<file path="src/design/sars_pkg.sv">
`default_nettype none

package sars_pkg;

   // Fixed field widths
   localparam int MODULE_BITS  = 5;
   localparam int CHAN_W       = 5;
   localparam int LINE_BITS    = 3;
   localparam int SAMPLE_BITS  = 12;
   localparam int COUNT_BITS   = 4;
   localparam int EXP_BITS     = 3;

   // Defaults for the top level parameters
   localparam int DATA_BITS_DEF    = 12;
   localparam int CHANNEL_BITS_DEF = 5;
   localparam int MAX_MODULE_DEF   = 16;

   // Module number map boundaries
   localparam logic [MODULE_BITS-1:0] MOD_LAST_SHARED = 5'd1;
   localparam logic [MODULE_BITS-1:0] MOD_LAST_PORT1  = 5'd4;
   localparam logic [MODULE_BITS-1:0] MOD_LAST_PORT2  = 5'd8;
   localparam logic [MODULE_BITS-1:0] MOD_FIRST_EXP   = 5'd9;
   localparam logic [LINE_BITS-1:0]   EXP_LINE        = 3'd7;
   localparam logic                   PORT_1          = 1'b0;
   localparam logic                   PORT_2          = 1'b1;

   // Last bit index of the expander and lead pulse loops
   localparam logic [COUNT_BITS-1:0]  EXP_LAST        = 4'd2;
   localparam logic [COUNT_BITS-1:0]  LEAD_LAST       = 4'd1;

   localparam logic CMD_ADVANCE = 1'b0;
   localparam logic CMD_START   = 1'b1;

   // Sequencer phases
   typedef enum logic [7:0] {
      PH_IDLE    = 8'b0000_0001,
      PH_EXP_HI  = 8'b0000_0010,
      PH_EXP_LO  = 8'b0000_0100,
      PH_LEAD_HI = 8'b0000_1000,
      PH_LEAD_LO = 8'b0001_0000,
      PH_DATA_HI = 8'b0010_0000,
      PH_DATA_LO = 8'b0100_0000,
      PH_RELEASE = 8'b1000_0000
   } phase_type;

   typedef struct packed {
      logic                   command;
      logic [MODULE_BITS-1:0] module_req;
      logic [CHAN_W-1:0]      channel;
      logic                   sdi;
   } req_payload_type;

   typedef struct packed {
      logic                   sclk;
      logic                   sdo;
      logic [LINE_BITS-1:0]   select_line;
      logic                   select_port;
      logic                   select_asserted;
      logic                   busy_res;
      logic                   sample_valid;
      logic [SAMPLE_BITS-1:0] sample;
   } rsp_payload_type;

endpackage

`default_nettype wire

</file>
<file path="src/design/serial_adc_read_sequencer.sv">
// Serial converter read sequencer, master side.
// Each request word is one pin phase step: command advance moves the read
// sequence on by one phase, command start (taken only while idle) latches a
// module number and a channel code and drops that module's select line.
// Every request word gives exactly one response word holding the pin levels
// after that step (sclk, sdo, select line/port, select asserted), busy, and on
// the release step sample_valid with the twelve-bit sample.
// A read is: start, three expander select bits for modules 9 and up, two lead
// clock pulses, the data bits MSB first, then release - one word per phase.
// Latency: a response word is registered and appears in the cycle after its request is accepted.
// Throughput: one word per cycle unless the receiver stalls; the next-state logic is a single pass from
// the state registers to the response register.
// req_ready is high whenever the response register is empty or being taken,
// so a stalled receiver holds the response and stops new requests only then.
// Reset (synchronous, active high) returns the sequencer to idle with select
// line 0 on port 1, clock and data-out low, and empties the response register.
`default_nettype none

module serial_adc_read_sequencer #(
   parameter int DATA_BITS    = sars_pkg::DATA_BITS_DEF,
   parameter int CHANNEL_BITS = sars_pkg::CHANNEL_BITS_DEF,
   parameter int MAX_MODULE   = sars_pkg::MAX_MODULE_DEF
) (
   input  wire                       clock,
   input  wire                       reset,
   input  wire                       req_valid,
   output logic                      req_ready,
   input  sars_pkg::req_payload_type req_data,
   output logic                      rsp_valid,
   input  wire                       rsp_ready,
   output sars_pkg::rsp_payload_type rsp_data
);

   localparam int CW = sars_pkg::COUNT_BITS;
   localparam int SW = sars_pkg::SAMPLE_BITS;
   localparam int MW = sars_pkg::MODULE_BITS;

   // State
   sars_pkg::phase_type             phase_ff, phase_in;
   logic [CW-1:0]                   bit_count_ff, bit_count_in;
   logic [SW-1:0]                   sample_ff, sample_in;
   logic [sars_pkg::CHAN_W-1:0]     channel_ff, channel_in;
   logic [sars_pkg::EXP_BITS-1:0]   exp_code_ff, exp_code_in;
   logic [sars_pkg::LINE_BITS-1:0]  line_ff, line_in;
   logic                            port_ff, port_in;
   logic                            clock_lvl_ff, clock_lvl_in;
   logic                            dout_lvl_ff, dout_lvl_in;

   logic                            rsp_valid_ff;
   sars_pkg::rsp_payload_type       rsp_data_ff, rsp_data_in;

   logic                            accept;
   logic                            selected;
   logic                            done;
   logic [MW-1:0]                   module_sat;
   logic [MW-1:0]                   module_m1;
   logic [MW-1:0]                   module_m9;
   logic [1:0]                      exp_idx;
   logic                            chan_drive;
   logic                            last_bit;

   assign req_ready = !rsp_valid_ff || rsp_ready;
   assign accept    = req_valid && req_ready;
   assign rsp_valid = rsp_valid_ff;
   assign rsp_data  = rsp_data_ff;

   // Step helpers
   assign module_sat = (req_data.module_req > MW'(MAX_MODULE)) ?
                       MW'(MAX_MODULE) : req_data.module_req;
   assign module_m1  = module_sat - MW'(1);
   assign module_m9  = module_sat - sars_pkg::MOD_FIRST_EXP;
   assign exp_idx    = 2'd2 - bit_count_ff[1:0];
   assign chan_drive = ({2'b00, bit_count_ff} + 6'(CHANNEL_BITS)) >= 6'(DATA_BITS);
   assign last_bit   = ({1'b0, bit_count_ff} + 5'd1) >= 5'(DATA_BITS);

   // Phase sequencer next state
   always_comb begin
      phase_in     = phase_ff;
      bit_count_in = bit_count_ff;
      sample_in    = sample_ff;
      channel_in   = channel_ff;
      exp_code_in  = exp_code_ff;
      line_in      = line_ff;
      port_in      = port_ff;
      clock_lvl_in = clock_lvl_ff;
      dout_lvl_in  = dout_lvl_ff;
      selected     = 1'b1;
      done         = 1'b0;

      unique case (phase_ff)
         sars_pkg::PH_EXP_HI: begin
            dout_lvl_in  = exp_code_ff[exp_idx];
            clock_lvl_in = 1'b1;
            phase_in     = sars_pkg::PH_EXP_LO;
         end
         sars_pkg::PH_EXP_LO: begin
            clock_lvl_in = 1'b0;
            if (bit_count_ff >= sars_pkg::EXP_LAST) begin
               bit_count_in = '0;
               phase_in     = sars_pkg::PH_LEAD_HI;
            end else begin
               bit_count_in = bit_count_ff + CW'(1);
               phase_in     = sars_pkg::PH_EXP_HI;
            end
         end
         sars_pkg::PH_LEAD_HI: begin
            clock_lvl_in = 1'b1;
            phase_in     = sars_pkg::PH_LEAD_LO;
         end
         sars_pkg::PH_LEAD_LO: begin
            clock_lvl_in = 1'b0;
            if (bit_count_ff >= sars_pkg::LEAD_LAST) begin
               bit_count_in = '0;
               phase_in     = sars_pkg::PH_DATA_HI;
            end else begin
               bit_count_in = bit_count_ff + CW'(1);
               phase_in     = sars_pkg::PH_LEAD_HI;
            end
         end
         sars_pkg::PH_DATA_HI: begin
            sample_in = {sample_ff[SW-2:0], req_data.sdi};
            // channel goes out LSB first on the last channel bits
            if (chan_drive) begin
               dout_lvl_in = channel_ff[0];
               channel_in  = channel_ff >> 1;
            end
            clock_lvl_in = 1'b1;
            phase_in     = sars_pkg::PH_DATA_LO;
         end
         sars_pkg::PH_DATA_LO: begin
            clock_lvl_in = 1'b0;
            if (last_bit) begin
               bit_count_in = '0;
               phase_in     = sars_pkg::PH_RELEASE;
            end else begin
               bit_count_in = bit_count_ff + CW'(1);
               phase_in     = sars_pkg::PH_DATA_HI;
            end
         end
         sars_pkg::PH_RELEASE: begin
            selected = 1'b0;
            done     = 1'b1;
            phase_in = sars_pkg::PH_IDLE;
         end
         default: begin
            phase_in = sars_pkg::PH_IDLE;
            selected = 1'b0;
            if (req_data.command == sars_pkg::CMD_START) begin
               // module number to select line and port
               exp_code_in = '0;
               if (module_sat <= sars_pkg::MOD_LAST_SHARED) begin
                  line_in = '0;
                  port_in = sars_pkg::PORT_1;
               end else if (module_sat <= sars_pkg::MOD_LAST_PORT1) begin
                  line_in = module_m1[sars_pkg::LINE_BITS-1:0];
                  port_in = sars_pkg::PORT_1;
               end else if (module_sat <= sars_pkg::MOD_LAST_PORT2) begin
                  line_in = module_m1[sars_pkg::LINE_BITS-1:0];
                  port_in = sars_pkg::PORT_2;
               end else begin
                  line_in     = sars_pkg::EXP_LINE;
                  port_in     = sars_pkg::PORT_2;
                  exp_code_in = module_m9[sars_pkg::EXP_BITS-1:0];
               end
               channel_in   = req_data.channel;
               sample_in    = '0;
               bit_count_in = '0;
               clock_lvl_in = 1'b0;
               selected     = 1'b1;
               phase_in     = (module_sat >= sars_pkg::MOD_FIRST_EXP) ?
                              sars_pkg::PH_EXP_HI : sars_pkg::PH_LEAD_HI;
            end
         end
      endcase
   end

   // Response word
   always_comb begin
      rsp_data_in.sclk            = clock_lvl_in;
      rsp_data_in.sdo             = dout_lvl_in;
      rsp_data_in.select_line     = line_in;
      rsp_data_in.select_port     = port_in;
      rsp_data_in.select_asserted = selected;
      rsp_data_in.busy_res        = (phase_in != sars_pkg::PH_IDLE);
      rsp_data_in.sample_valid    = done;
      rsp_data_in.sample          = done ? sample_ff : '0;
   end

   // State registers
   always_ff @(posedge clock) begin
      if (reset) begin
         phase_ff     <= sars_pkg::PH_IDLE;
         bit_count_ff <= '0;
         sample_ff    <= '0;
         channel_ff   <= '0;
         exp_code_ff  <= '0;
         line_ff      <= '0;
         port_ff      <= sars_pkg::PORT_1;
         clock_lvl_ff <= 1'b0;
         dout_lvl_ff  <= 1'b0;
      end else if (accept) begin
         phase_ff     <= phase_in;
         bit_count_ff <= bit_count_in;
         sample_ff    <= sample_in;
         channel_ff   <= channel_in;
         exp_code_ff  <= exp_code_in;
         line_ff      <= line_in;
         port_ff      <= port_in;
         clock_lvl_ff <= clock_lvl_in;
         dout_lvl_ff  <= dout_lvl_in;
      end
   end

   // Response register
   always_ff @(posedge clock) begin
      if (reset) begin
         rsp_valid_ff <= 1'b0;
      end else if (accept) begin
         rsp_valid_ff <= 1'b1;
      end else if (rsp_ready) begin
         rsp_valid_ff <= 1'b0;
      end
   end

   always_ff @(posedge clock) begin
      if (accept) begin
         rsp_data_ff <= rsp_data_in;
      end
   end

endmodule

`default_nettype wire

</file>
<file path="config.mk">
export PLATFORM = sky130hd
export DESIGN_NAME = serial_adc_read_sequencer
export DESIGN_NICKNAME = d
export VERILOG_FILES = /design/src/design/sars_pkg.sv /design/src/design/serial_adc_read_sequencer.sv
export SDC_FILE = /design/constraint.sdc
export NUM_CORES = 1
export LEC_CHECK = 0
export BUFFER_PORTS_ARGS = -buffer_cell sky130_fd_sc_hd__buf_4
export CORE_MARGIN = 5
export CORE_UTILIZATION = 41
export DETAILED_ROUTE_END_ITERATION = 6
export PLACE_DENSITY = 0.62
export SETUP_SLACK_MARGIN = 0.2
export SYNTH_ARGS = -nofsm -noshare
export SYNTH_HDL_FRONTEND = slang
export SYNTH_SLANG_ARGS = --single-unit
</file>
<file path="constraint.sdc">
create_clock -name clock -period 2.85 [get_ports clock]
set_input_delay 0.1425 -clock clock [delete_from_list [all_inputs] [get_ports clock]]
set_output_delay 0.1425 -clock clock [all_outputs]
set_load 0.03 [all_outputs]
</file>
---- Word level (Yosys, flattened, before mapping) ----
Index checks and enable logic that the tools add are counted.
word-level totals
  logic and storage cells ................. 102
  output and inout port bits .............. 23
  memories kept ........................... 0
  bits in registers ....................... 60
  bits in latches ......................... 0
  ROM bits ................................ 0
  bits of input ports ..................... 16
  bits in writable memories ............... 0
operators by class
  shift-type cells ........................ 0
  divide/modulo/power cells ............... 0
  reduce and logical (&&, ||, !) cells .... 16
  multiplexer cells ....................... 40
  $lt $le $gt $ge ......................... 10
  multipliers ............................. 0
  bitwise gates (word level) .............. 3
  eq/ne operators ......................... 9
  $add $sub $neg .......................... 6
operator list
  kind                count
  $pmux 8 s7          1
  $mux 4              7
  $mux 3              8
  $pmux 12 s2         1
  $pmux 4 s4          1
  $ge 5x4->1 const B  3
  $mux 5              3
  $mux 12             1
  $reduce_or 6->1     2
  $mux 1              11
  $pmux 5 s2          1
  $reduce_and 3->1    3
  $eq 8x2->1 const B  1
  $eq 8x3->1 const B  1
  $eq 8x4->1 const B  1
  $eq 8x5->1 const B  1
  $eq 8x6->1 const B  1
  $eq 8x7->1 const B  1
  $eq 8x8->1 const B  1
  $mux 8              1
  $ne 8x1->1 const B  1
  $reduce_or 7->1     1
  $mux 6              1
  $reduce_or 3->1     2
  24 further kinds    29

---- Depth between registers and ports, before layout ----
  depth after elaboration ................. 8
  gate-level depth with buffers ........... 8
  mapped depth without buffers ............ 8

---- Least setup slack after synthesis ----
No wires, ideal clock.
  path kind ............................... flip-flop to flip-flop
  from .................................... reg phase_ff[6]
  to ...................................... reg channel_ff[0] (netlist bit)
  library setup time ...................... 70 ps
  path slack .............................. 560 ps
  cell stages (with the launch flop) ...... 8
  data required time ...................... 2780 ps
  data arrival time ....................... 2220 ps
  buffers on the path ..................... 2
  clock period less this slack ............ 2290 ps
  cell sequence ........................... dfxtp_1 > buf_6 > or4_4 > or3_1 > buf_6 > o31a_4 > or3_1 > a21oi_1
between the ends
  longest elaborated chain between the ends .. 4
  elaborated cells on any way between the ends .. 13
  those cells by class .................... eq/ne: 8; mux: 1; bitwise: 1; reduce/logical: 3
ends and longest elaborated chain
  item                                line                              text
  start, declared                     serial_adc_read_sequencer.sv:39   sars_pkg::phase_type phase_ff, phase_in;
  start signal, assigned              serial_adc_read_sequencer.sv:192  phase_ff <= sars_pkg::PH_IDLE;
  start signal, assigned              serial_adc_read_sequencer.sv:202  phase_ff <= phase_in;
  $eq 8x8->1 (tied with other cells)  serial_adc_read_sequencer.sv:90   unique case (phase_ff)
  $reduce_or 6->1 (no line)           -
  $not 1->1 (no line)                 -
  $reduce_and 4->1 (no line)          -
  end signal, assigned                serial_adc_read_sequencer.sv:205  channel_ff <= channel_in;
  end, declared                       serial_adc_read_sequencer.sv:42   logic [sars_pkg::CHAN_W-1:0] channel_ff, channel_in;
Several ways; a longest one is shown, not always the timed one.
A chain may end at the register's enable or synchronous reset.

---- Final worst setup path ----
  from .................................... reg phase_ff[6]
  to ...................................... reg channel_ff[2] (netlist bit)
The elaborated chain is that of the path after synthesis.

==> metrics <==
status=finished clean; fin crit share=approximately 87%; final worst path period need=~2500 ps; hold_buf cts=0; setup bufs post-CTS=0; Final ANT Viol Nets=0; Post-route DRC=0; CTS H-tree depth=3; DIE WIDTH=95.0 um; Cell Count, Final, Fillers Out=approximately 460; Iteration-0 DRC Markers=around 200; Max VDD drop=about 0.35 mV; pwr dens=559 mW/mm2; largest family of logic cells by synthesized area=simple AND/OR/NAND/NOR gates; FF+latch count, synth=60; final wirelength=approximately 6500 um; # IOs=39; number of port buffers=38; Post-Synthesis Cells=between 300 and 400; CP Data Arrival Time=around 2700 ps; Setup CP Type=register to register; clock transition at the registers of the reported paths=around 80 ps; syn nets=339; num rows=31; vias in the first global route=between 2000 and 2500; Synth Cell Area=slightly below 0.003 mm2; Slew Viols, Final=0; flop2flop setup slack=380 ps; synthesis warning total=0; XOR/XNOR share of the synthesized area=less than 1%; syn avg cell area=between 9 and 10 um2; Worst Tran Pin Value=551 ps; Avg WL per Cell=about 14 um; asr flop ratio synth=0%; post-synthesis simple-gate area fraction=about a fifth; first-pass GRT wire length=10800 um; Filler cells=between 600 and 700; Via Count=about 2500; min-delay worst type=input pin to register; Num CTS Buffers=9; Clock Skew=approximately 11 ps; Yosys cell types=between 50 and 60; Compound-Gate Fraction of Synth Area=between 10% and 20%; layout cells sized above 1=between 15 and 20%; area delta synth->final=18.7%; clock latency on the worst-skew pair=340 ps; dominant cells by area after synthesis=dfxtp_1 26%, edfxtp_1 21%, a21oi_1 4.7%, nor2_1 3.8%, ha_1 3.4%; starting density of the core=just over 40%; Sink Count=60; post-synth top area share=roughly a quarter; Final Hold Fails=0; worst-case clock buffer depth=2; CP Data Required Time=between 3000 and 4000 ps; final setup fails=0; nets@finish=375; Crit Path Max Fanout=9; DR vias/cell=roughly 5.4; CTS tree=built; total grt overflow=0; static leakage=about 1.3 nW; DP HPWL=between 4000 and 5000 um; number of synthesized flops with an enable pin=21; leading area contributor after synthesis=dfxtp_1; setup_tns=0 ps; largest net degree at the start of global routing=37; Worst setup EP type=register; RSZ-0062 raised after global routing=no; diode count=0; # Max-Cap Violations=0; die height=~95 um; fin util=between 40% and 50%; register area share after synthesis=47.7%; CTS root buf=clkbuf_8; Synth Area in Adders=3.38%; Initial DRT Pass Iterations=4; total global-route track usage=between 15 and 20%; antenna violations before repair=0; Achievable Freq=between 0.4 and 0.5 GHz; GP Congestion=0.911; cts repair resizes=0; Worst setup SP type=register; Core ar.=just over 0.007 mm2; multiplexer share of the synthesized area=3.55%; die area=approximately 0.0090 mm2; Cells after DPL=439; Rel. slew slack=between 60% and 70%; main flop type after synthesis=dfxtp_1
[routing by layer]
layer | up-vias | global-route usage [%] | wire, um
li1 | 1232 | - | -
met1 | 1139 | 20.7 | 3150
met2 | 68 | 22.9 | 2880
met3 | 17 | 3.11 | 311
met4 | 0 | 9.25 | 168
met5 | - | 0 | 0
[critical path, cell delays in order (launching register included)]
cell	delay, ps
dfxtp_1	390
or4_4	590
or3_1	540
o31a_4	380
or3_1	350
a21oi_1	140
[logic make-up after synthesis]
logic type	count (synthesis)
muxes	10
and+or+nand+nor	117
AOI/OAI and AO/OA	86
xor gates and xnor gates	3
buffers and inverters	31
DFF	60
adders and majority gates	8
[layout make-up]
cell class / count / area (um2) / area share (%)
sequential: 60 / 1410 / 40.2
multi-input combinational: 224 / 1410 / 40.0
tap: 99 / 124 / 3.53
inverter: 13 / 48.8 / 1.39
clock buffer: 9 / 124 / 3.53
clock inverter: 7 / 76.3 / 2.17
timing repair buffer: 43 / 323 / 9.19
[layout by cell type (no fill, tap or decap), types with 8 or more instances in the layout]
master and count:
dfxtp_1 39, edfxtp_1 21, a22oi_1 13, and2_1 14, nor2_1 30, nand3_1 8
a21oi_1 28, inv_1 13, ha_1 8, clkbuf_8 9, nand2_1 13, o21ai_0 16
nor3_1 16, buf_4 43
[metrics by stage]
| step | worst slack [ps] | instance area, um2 | hold WS, ps | total power, mW |
|---|---|---|---|---|
| finish | 377 | 3510 | 53.8 | 1.96 |
| detailed placement | 410 | 3310 | 403 | 1.21 |
| CTS | 379 | 3510 | 44.5 | 1.98 |
| global placement | 458 | 3310 | 384 | 1.21 |
| floorplan | 560 | 2960 | 272 | 1.13 |
| global route | 283 | 3510 | 73.8 | 2.05 |
[power by group]
part	internal [mW]	switching, mW
Combinational	0.0969	0.154
Sequential	0.924	0.0194
Clock	0.407	0.363
[Yosys cell counts, drive strengths merged (7+ instances only)]
| cell type | number |
|---|---|
| buf | 7 |
| o21ai | 16 |
| inv | 13 |
| edfxtp | 21 |
| a21oi | 28 |
| nor2 | 30 |
| and2 | 14 |
| nor3 | 16 |
| nand2 | 13 |
| clkbuf | 11 |
| ha | 8 |
| nand4 | 7 |
| nand3 | 8 |
| a22oi | 13 |
| dfxtp | 39 |
[flip-flops by register name, indices dropped and copies added, names as in the netlist]
name / count
line_ff: 3
dout_lvl_ff: 1
rsp_valid: 1
bit_count_ff: 4
channel_ff: 5
clock_lvl_ff: 1
sample_ff: 12
port_ff: 1
phase_ff: 8
exp_code_ff: 3
rsp_data: 21
[path summary, 6_finish.rpt]
kind / startpoint / end / cells past startpoint
worst max register to register: phase_ff[6] / channel_ff[2] / 5
worst min register to register: channel_ff[3] / channel_ff[3] / 2
worst min-delay path: req_data[0] / sample_ff[0] / 3
worst max-delay path: phase_ff[6] / channel_ff[2] / 5
No activity file was read; power rests on OpenSTA's default activity.
